--- src/hdl/srtfl_pkg.sv ---
// ----------------------------------------------------------------------------
// srtfl_pkg
// shared types and constants of the sorted range table floor lookup unit
// ----------------------------------------------------------------------------
`default_nettype none

package srtfl_pkg;

   localparam int TABLE_DEPTH       = 1024;
   localparam int ADDR_BITS         = $clog2(TABLE_DEPTH);
   localparam int COUNT_BITS        = $clog2(TABLE_DEPTH + 1);
   localparam int HALF_BITS         = 32;
   localparam int KEY_BITS          = 2 * HALF_BITS;
   localparam int LINE_BITS         = 32;
   localparam int HANDLE_BITS       = 16;
   localparam int FIELD_HANDLE_BITS = 16;
   localparam int IDX_BITS          = 10;

   localparam logic MODE_INSERT = 1'b0;
   localparam logic MODE_LOOKUP = 1'b1;

   typedef struct packed {
      logic [KEY_BITS-1:0]    key;
      logic [LINE_BITS-1:0]   line;
      logic [HANDLE_BITS-1:0] handle;
   } entry_type;

   typedef struct packed {
      logic                 wr_en;
      logic [ADDR_BITS-1:0] wr_addr;
      entry_type            wr_data;
      logic                 rd_en;
      logic [ADDR_BITS-1:0] rd_addr;
   } mem_req_type;

   typedef struct packed {
      logic                         found;
      logic [IDX_BITS-1:0]          entry_index;
      logic [LINE_BITS-1:0]         found_line;
      logic [FIELD_HANDLE_BITS-1:0] found_handle;
      logic                         table_full;
   } res_type;

endpackage

`default_nettype wire

--- src/hdl/srtfl_channels.sv ---
// ----------------------------------------------------------------------------
// srtfl channels
// valid/ready channel interfaces for requests and responses
// ----------------------------------------------------------------------------
`default_nettype none

interface srtfl_req_if;
   logic                                    valid;
   logic                                    ready;
   logic                                    mode;
   logic [srtfl_pkg::HALF_BITS-1:0]         key_high;
   logic [srtfl_pkg::HALF_BITS-1:0]         key_low;
   logic [srtfl_pkg::LINE_BITS-1:0]         line_number;
   logic [srtfl_pkg::FIELD_HANDLE_BITS-1:0] symbol_handle;

   modport source (output valid, mode, key_high, key_low, line_number, symbol_handle,
                   input ready);
   modport sink (input valid, mode, key_high, key_low, line_number, symbol_handle,
                 output ready);
endinterface


`default_nettype wire

--- src/hdl/srtfl_ctrl.sv ---
// ----------------------------------------------------------------------------
// srtfl_ctrl
// sequencer: binary search with one shared key compare, entry shift, fetch
// ----------------------------------------------------------------------------
`default_nettype none

module srtfl_ctrl (
   input  wire                    clock,
   input  wire                    reset,
   srtfl_req_if.sink              req_ch,
   input  srtfl_pkg::entry_type   rd_data,
   output srtfl_pkg::mem_req_type mem_req,
   input  wire                    out_free,
   output logic                   res_valid,
   output srtfl_pkg::res_type     res
);

   typedef enum logic [7:0] {
      ST_IDLE       = 8'b0000_0001,
      ST_SEARCH_RD  = 8'b0000_0010,
      ST_SEARCH_CMP = 8'b0000_0100,
      ST_FETCH      = 8'b0000_1000,
      ST_SHIFT_RD   = 8'b0001_0000,
      ST_SHIFT_WR   = 8'b0010_0000,
      ST_PLACE      = 8'b0100_0000,
      ST_REPLY      = 8'b1000_0000
   } state_type;

   localparam int CB = srtfl_pkg::COUNT_BITS;
   localparam int AB = srtfl_pkg::ADDR_BITS;

   state_type                               state_ff, state_in;
   logic [CB-1:0]                           count_ff, count_in;
   logic [CB-1:0]                           lo_ff, lo_in;
   logic [CB-1:0]                           hi_ff, hi_in;
   logic [CB-1:0]                           ptr_ff, ptr_in;
   logic                                    mode_ff, mode_in;
   logic [srtfl_pkg::KEY_BITS-1:0]          key_ff, key_in;
   logic [srtfl_pkg::LINE_BITS-1:0]         line_ff, line_in;
   logic [srtfl_pkg::HANDLE_BITS-1:0]       handle_ff, handle_in;
   srtfl_pkg::res_type                      res_ff, res_in;
   logic [CB-1:0]                           mid;
   logic [CB-1:0]                           lo_dec;
   logic [CB-1:0]                           ptr_dec;

   assign mid     = lo_ff + ((hi_ff - lo_ff) >> 1);
   assign lo_dec  = lo_ff - CB'(1);
   assign ptr_dec = ptr_ff - CB'(1);

   always_comb begin
      state_in  = state_ff;
      count_in  = count_ff;
      lo_in     = lo_ff;
      hi_in     = hi_ff;
      ptr_in    = ptr_ff;
      mode_in   = mode_ff;
      key_in    = key_ff;
      line_in   = line_ff;
      handle_in = handle_ff;
      res_in    = res_ff;
      mem_req   = '0;
      res_valid = 1'b0;
      case (state_ff)
         ST_IDLE: begin
            if (req_ch.valid) begin
               mode_in   = req_ch.mode;
               key_in    = {req_ch.key_high, req_ch.key_low};
               line_in   = req_ch.line_number;
               handle_in = srtfl_pkg::HANDLE_BITS'(req_ch.symbol_handle);
               lo_in     = '0;
               hi_in     = count_ff;
               res_in    = '0;
               if (req_ch.mode == srtfl_pkg::MODE_INSERT &&
                   count_ff == CB'(srtfl_pkg::TABLE_DEPTH)) begin
                  res_in.table_full = 1'b1;
                  state_in          = ST_REPLY;
               end else begin
                  state_in = ST_SEARCH_RD;
               end
            end
         end
         ST_SEARCH_RD: begin
            if (lo_ff < hi_ff) begin
               mem_req.rd_en   = 1'b1;
               mem_req.rd_addr = mid[AB-1:0];
               state_in        = ST_SEARCH_CMP;
            end else if (mode_ff == srtfl_pkg::MODE_LOOKUP) begin
               if (lo_ff == '0) begin
                  state_in = ST_REPLY;
               end else begin
                  mem_req.rd_en   = 1'b1;
                  mem_req.rd_addr = lo_dec[AB-1:0];
                  state_in        = ST_FETCH;
               end
            end else begin
               ptr_in   = count_ff;
               state_in = ST_SHIFT_RD;
            end
         end
         ST_SEARCH_CMP: begin
            if (rd_data.key <= key_ff) begin
               lo_in = mid + CB'(1);
            end else begin
               hi_in = mid;
            end
            state_in = ST_SEARCH_RD;
         end
         ST_FETCH: begin
            res_in.found        = 1'b1;
            res_in.entry_index  = srtfl_pkg::IDX_BITS'(lo_dec);
            res_in.found_line   = rd_data.line;
            res_in.found_handle = srtfl_pkg::FIELD_HANDLE_BITS'(rd_data.handle);
            state_in            = ST_REPLY;
         end
         ST_SHIFT_RD: begin
            if (ptr_ff == lo_ff) begin
               state_in = ST_PLACE;
            end else begin
               mem_req.rd_en   = 1'b1;
               mem_req.rd_addr = ptr_dec[AB-1:0];
               state_in        = ST_SHIFT_WR;
            end
         end
         ST_SHIFT_WR: begin
            mem_req.wr_en   = 1'b1;
            mem_req.wr_addr = ptr_ff[AB-1:0];
            mem_req.wr_data = rd_data;
            ptr_in          = ptr_dec;
            state_in        = ST_SHIFT_RD;
         end
         ST_PLACE: begin
            mem_req.wr_en          = 1'b1;
            mem_req.wr_addr        = lo_ff[AB-1:0];
            mem_req.wr_data.key    = key_ff;
            mem_req.wr_data.line   = line_ff;
            mem_req.wr_data.handle = handle_ff;
            count_in               = count_ff + CB'(1);
            res_in.entry_index     = srtfl_pkg::IDX_BITS'(lo_ff);
            state_in               = ST_REPLY;
         end
         ST_REPLY: begin
            if (out_free) begin
               res_valid = 1'b1;
               state_in  = ST_IDLE;
            end
         end
         default: begin
            state_in = ST_IDLE;
         end
      endcase
   end

   always_ff @(posedge clock) begin
      if (reset) begin
         state_ff <= ST_IDLE;
         count_ff <= '0;
      end else begin
         state_ff <= state_in;
         count_ff <= count_in;
      end
      lo_ff     <= lo_in;
      hi_ff     <= hi_in;
      ptr_ff    <= ptr_in;
      mode_ff   <= mode_in;
      key_ff    <= key_in;
      line_ff   <= line_in;
      handle_ff <= handle_in;
      res_ff    <= res_in;
   end

   assign req_ch.ready = (state_ff == ST_IDLE);
   assign res          = res_ff;

endmodule

`default_nettype wire

--- src/flat_wrapper.sv ---
// flat-port wrapper written by rule: the top's interface ports become plain ports
module srtfl_ctrl_flat 
  (clock, reset, rd_data, mem_req, out_free, res_valid, res, req_ch_valid, req_ch_mode, req_ch_key_high, req_ch_key_low, req_ch_line_number, req_ch_symbol_handle, req_ch_ready);
  srtfl_req_if req_ch_i ();
  input  wire clock;
  input  wire reset;
  input  srtfl_pkg::entry_type rd_data;
  output srtfl_pkg::mem_req_type mem_req;
  input  wire out_free;
  output logic res_valid;
  output srtfl_pkg::res_type res;
  input wire logic [$bits(req_ch_i.valid)-1:0] req_ch_valid;
  input wire logic [$bits(req_ch_i.mode)-1:0] req_ch_mode;
  input wire logic [$bits(req_ch_i.key_high)-1:0] req_ch_key_high;
  input wire logic [$bits(req_ch_i.key_low)-1:0] req_ch_key_low;
  input wire logic [$bits(req_ch_i.line_number)-1:0] req_ch_line_number;
  input wire logic [$bits(req_ch_i.symbol_handle)-1:0] req_ch_symbol_handle;
  output wire logic [$bits(req_ch_i.ready)-1:0] req_ch_ready;
  assign req_ch_i.valid = req_ch_valid;
  assign req_ch_i.mode = req_ch_mode;
  assign req_ch_i.key_high = req_ch_key_high;
  assign req_ch_i.key_low = req_ch_key_low;
  assign req_ch_i.line_number = req_ch_line_number;
  assign req_ch_i.symbol_handle = req_ch_symbol_handle;
  assign req_ch_ready = req_ch_i.ready;
  srtfl_ctrl u_core (.clock(clock), .reset(reset), .req_ch(req_ch_i), .rd_data(rd_data), .mem_req(mem_req), .out_free(out_free), .res_valid(res_valid), .res(res));
endmodule
--- config.mk ---
export PLATFORM = sky130hd
export DESIGN_NAME = srtfl_ctrl_flat
export DESIGN_NICKNAME = d
export VERILOG_FILES = /design/src/hdl/srtfl_pkg.sv /design/src/hdl/srtfl_channels.sv /design/src/hdl/srtfl_ctrl.sv /design/src/flat_wrapper.sv
export SDC_FILE = /design/constraint.sdc
export NUM_CORES = 1
export LEC_CHECK = 0
export ABC_AREA = 1
export BUFFER_PORTS_ARGS = -buffer_cell sky130_fd_sc_hd__clkbuf_2
export CAP_MARGIN = 5
export CORE_ASPECT_RATIO = 0.75
export CORE_UTILIZATION = 38
export DETAILED_ROUTE_END_ITERATION = 16
export GPL_TIMING_DRIVEN = 0
export PLACE_DENSITY = 0.73
export SKIP_LAST_GASP = 1
export SLEW_MARGIN = 20
export SYNTH_ARGS = -nofsm -noshare
export SYNTH_HDL_FRONTEND = slang
export SYNTH_SLANG_ARGS = --single-unit
--- constraint.sdc ---
create_clock -name clock -period 7.7 [get_ports clock]
set_clock_uncertainty 0.1 [all_clocks]
set_input_delay 1.155 -clock clock [delete_from_list [all_inputs] [get_ports clock]]
set_output_delay 1.155 -clock clock [all_outputs]
set_load 0.02 [all_outputs]
; ---- Word-level counts from Yosys, hierarchy flattened
; Index checks and enable logic that the tools add are counted.
[classes]
add_sub_neg = 6
n_lt_le_gt_ge = 2
n_reduce_logical = 14
mux = 30
n_eq_ne = 16
n_bitwise = 1
[op_table]
columns = operator, n
row1 = case mux 123 bit (2 select lines), 1
row2 = two-way mux 11 bit, 10
row3 = case mux 48 bit (2 select lines), 1
row4 = case mux 11 bit (2 select lines), 4
row5 = <= comparator 64 bit, 1
row6 = two-way mux 60 bit, 1
row7 = case mux 8 bit (7 select lines), 1
row8 = two-way mux 8 bit, 6
row9 = case mux 10 bit (3 select lines), 1
row10 = "adder 11 x 1 -> 11 bit, second input constant", 2
row11 = adder 11 x 10 -> 11 bit, 1
row12 = equality test 11 bit, 1
row13 = "equality test 11 bit, second input constant", 1
row14 = logical NOT 11 bit, 1
row15 = less-than comparator 11 bit, 1
row16 = "subtractor 11 x 1 -> 11 bit, second input constant", 1
row17 = subtractor 11 bit, 1
row18 = "inequality test 2 bit, second input constant", 5
row19 = "subtractor 10 x 1 -> 10 bit, second input constant", 1
row20 = AND reduction 3 bit, 3
row21 = "equality test 8 x 1 -> 1 bit, second input constant", 1
row22 = "equality test 8 x 2 -> 1 bit, second input constant", 1
row23 = "equality test 8 x 3 -> 1 bit, second input constant", 1
row24 = "equality test 8 x 4 -> 1 bit, second input constant", 1
row25 = other kinds (14), 21
[word_totals]
inputBits = 229
regBits = 225
output_inout_bits = 196
elab_cells = 83

; ---- Logic depth before layout (Yosys ltp)
[depth]
word_depth = 5
depth_mapped = 21
ltp_nobuf = 21

; ---- Least setup slack after synthesis
; Ideal clock, no wire load.
[synth_path]
path_type = input to register
startpoint = input req_ch_valid
endpoint = register u_core.handle_ff[0] (netlist name), enable pin
t_arrival_ns = 5.928
slack_ns = 1.083
stages = 2
setup_time_ns = 0.588
t_required_ns = 7.012
n_path_buf = 0
path_cell_list = inv_1 > nor2_1
[synth_between]
elab_chain_len = 1
[synth_rtl]
columns = element, line
row1 = start: declaration, flat_wrapper.sv:12  ; input wire logic [$bits(req_ch_i.valid)-1:0] req_ch_valid;
row2 = AND reduction 2 bit (no line), n/a
row3 = end signal: assignment, srtfl_ctrl.sv:167  ; handle_ff <= handle_in;
row4 = end: declaration, srtfl_ctrl.sv:40  ; logic [srtfl_pkg::HANDLE_BITS-1:0] handle_ff, handle_in;
; Every way passes these cells.
; A chain may end at the register's enable or synchronous reset.

==> impl_metrics.yaml <==
power:
  pwr_density_cell_nw_per_um2: 361.0
  switchingPower_w: 0.002673
  p_int_w: 0.003322
  p_comb_share_pct: 48.6
  p_seq_share_pct: 29.7
  p_leak_nw: 7.798
  ir_drop_v: 0.0002531
  power_switching_share_pct: 44.59
  clockPowerShare_pct: 21.8
critical_path:
  cp-start-kind: "register"
  path_cells: "inv_1 -> ha_1 -> nand3_1 -> nand2_1 -> a31oi_1 -> nor2_1 -> nor2_1 -> xor2_1 -> ha_1 -> inv_2 -> nor3_1 -> nand2_1 -> nand2_1 -> nand2_1 -> nand2_1 -> o22ai_1 -> nand2_1 -> nand2_1 -> clkbuf_2"
  crit_top_cell: "nand2_1"
  cp.arrival_ns: 4.28
  critPathSlowestCell: "edfxtp_1"
  cp_data_required_time_ns: 6.44
  critPathMaxFanout: 7
  critPathKind: "reg2out"
  critical_path.max_stage_delay_ns: 0.48
  crit_path_end_kind: "output pin"
grt:
  track_usage_pct: 26.39
  grt_pass1_vias: 11580
  grt_overflow: 0
  grt_max_degree: 25
  grt_first_pass_wirelength_um: 67480
  antenna_found_initial: 8
sta:
  maxSlewViolCount: 0
  worst_pin_slew_ns: 1.103
  final.setup.tns_ns: 0
  setup_viol: 0
  layout_min_cycle_time_ns: 5.530
  finalCritPeriodShare_pct: 71.82
  rsz0062_at_grt: "false"
  fin_hold_ws_ns: 0.4499
  max_freq_mhz: 180.8
  relSlewSlack_pct: 26.16
  hold_viol: 0
drt:
  dr.pass1.iters: 5
  wl_met1_um: 18870
  ant_nets: 0
  drc: 0
  met3WireLength_um: 4651
  via_count: 11929
  wl_met2_um: 20980
  wirelength_um: 46180
  wl_per_cell_um: 19.79
  viasPerCell: 5.111
  top_layer_used: "met5"
  drtIter0Drc: 1051
finish:
  drive_gt1_share_pct: 28.49
  nNetsFinal: 2186
  nFillCells: 3029
  area_growth_pct: 30.00
synth:
  yosysMostFrequentCell: "nand2_1"
  synthTopCellsByArea: "edfxtp_1, ha_1, nand2_1, inv_1, o21ai_0"
  ys_seq_elements: 225
  synth-async-reset-ratio_pct: 0
  synth_top_area_share_pct: 48.43
  synth_edf_count: 206
  syn_nets: 1726
  netlist_top_cells_count: "nand2_1, edfxtp_1, inv_1"
  postSynthAreaPerCell_um2: 9.091
  syn_inst: 1405
  yosysWarningCount: 0
  synth_top_area_cell: "edfxtp_1"
  yosysSeqAreaShare_pct: 51.41
  synth.distinct_cells: 43
  synthFlopType: "edfxtp_1"
  syn_area_um2: 12770
floorplan:
  die_w_um: 213.7
  rows: 57
  num_io_pins: 425
  core_area_um2: 32740
  start_util_pct: 39.02
  die-area_um2: 34360
  die_y_um: 160.8
clock_network:
  clockBufferDepth: 3
  cts_resized: 0
  cts-root-buf: "clkbuf_16"
  htreeDepth: 1
  postCtsSetupRepairBufs: 0
  cts_buffers: 26
  cts_sinks: 225
  clkTransAtPathRegs_ns: 0.06
  postCtsHoldBufs: 0
  clock_latency_ns: 0.56
  cts_tree: "yes"
place:
  portBuffers: 424
  gp_congestion: 0.9450
  dp_hpwl_um: 36590
flow_run:
  maxCapViolCount: 0
min_path:
  min_path_type: "reg2reg"
outcome:
  outcome: "finished clean"
==> worst max-delay path, delay by kind of cell (launching register included) <==
kind	cells	cell delay (ns)
XOR/XNOR	1	0.30
AO/OA/AOI/OAI	2	0.55
flip-flops	1	0.48
AND/OR/NAND/NOR	11	1.10
adder cells (fa/ha/maj)	2	0.68
buffers and inverters	3	0.62
==> routing by layer <==
metal  vias up  track usage [%]
li1       5660                -
met1      5558            34.93
met2       614            40.69
met3        95            7.470
met4         2            10.29
met5         -                0
==> flip-flops by register name (all words and copies together), names as in the netlist <==
name	count
u_core.hi_ff	11
u_core.res	60
u_core.mode_ff	1
u_core.handle_ff	16
u_core.state_ff	8
u_core.ptr_ff	11
u_core.key_ff	64
u_core.line_ff	32
u_core.count_ff	11
u_core.lo_ff	11
==> final timing paths <==
kind              cells past startpoint  slack, ns                  to                from
setup / recovery                     19       2.17          mem_req[9]     u_core.lo_ff[1]
hold / removal                        2       0.45  u_core.count_ff[2]  u_core.count_ff[2]
setup reg to reg                     19       3.73    u_core.lo_ff[10]     u_core.lo_ff[1]
hold reg to reg                       2       0.45  u_core.count_ff[2]  u_core.count_ff[2]
==> cells by family after synthesis <==
logic type               after synthesis  synth area share [%]
AND/OR/NAND/NOR                      513                 17.31
adder cells (fa/ha/maj)               92                 9.129
buffers and inverters                261                 7.836
flip-flops                           225                 51.41
AO/OA/AOI/OAI                        273                 11.33
XOR/XNOR                              41                 2.988
==> placed cells by master (no fill, tap or decap), types with 5 or more instances in the layout <==
cell / instances
diode_2: 7
nor4_1: 7
inv_1: 199
ha_1: 90
buf_2: 14
dfxtp_1: 19
nor2_1: 111
clkbuf_2: 424
a21oi_1: 63
edfxtp_1: 206
nand2_2: 5
xor2_1: 32
o21ai_1: 66
nand3_1: 30
inv_2: 19
buf_16: 8
nor3_1: 21
clkinv_2: 5
nand4_1: 18
clkbuf_1: 28
nand2_1: 299
o22ai_1: 20
clkbuf_16: 27
xnor2_1: 6
o21ai_0: 101
==> area by class of cell <==
cell class	count	area, um2	share of cell area [%]
plain buffers	42	178.9	1.077
repair buffers	432	2342	14.10
clock buffers	35	745.7	4.491
diodes	7	17.52	0.1055
multi-input cells	919	5233	31.51
inverters	219	822.0	4.950
flip-flops and latches	225	6566	39.54
clock inverters	13	147.6	0.8891
well taps	442	553.0	3.330
==> through the flow <==
| stage | total power [W] | utilization (%) | cells | setup slack [ns] | instance area [um2] |
|---|---|---|---|---|---|
| floorplan | 0.003714 | - | 1405 | 1.083 | 12770 |
| global placement | 0.004580 | 47.19 | 2271 | -1.636 | 15450 |
| global route | 0.006353 | 50.72 | 2333 | 1.939 | 16600 |
| detailed placement | 0.004653 | 47.93 | 2279 | 2.862 | 15690 |
| CTS | 0.005966 | 50.66 | 2327 | 2.277 | 16580 |
| finish | 0.005995 | 50.73 | 2334 | 2.170 | 16610 |
==> power groups by stage <==
stage               clock network, W  registers [W]  logic, W
floorplan                          0        0.00190   0.00182
CTS                          0.00132        0.00178   0.00287
detailed placement                 0        0.00180   0.00285
global route                 0.00136        0.00180   0.00319
global placement                   0        0.00186   0.00272
finish                       0.00130        0.00178   0.00291
No activity file was read; power rests on OpenSTA's default activity.
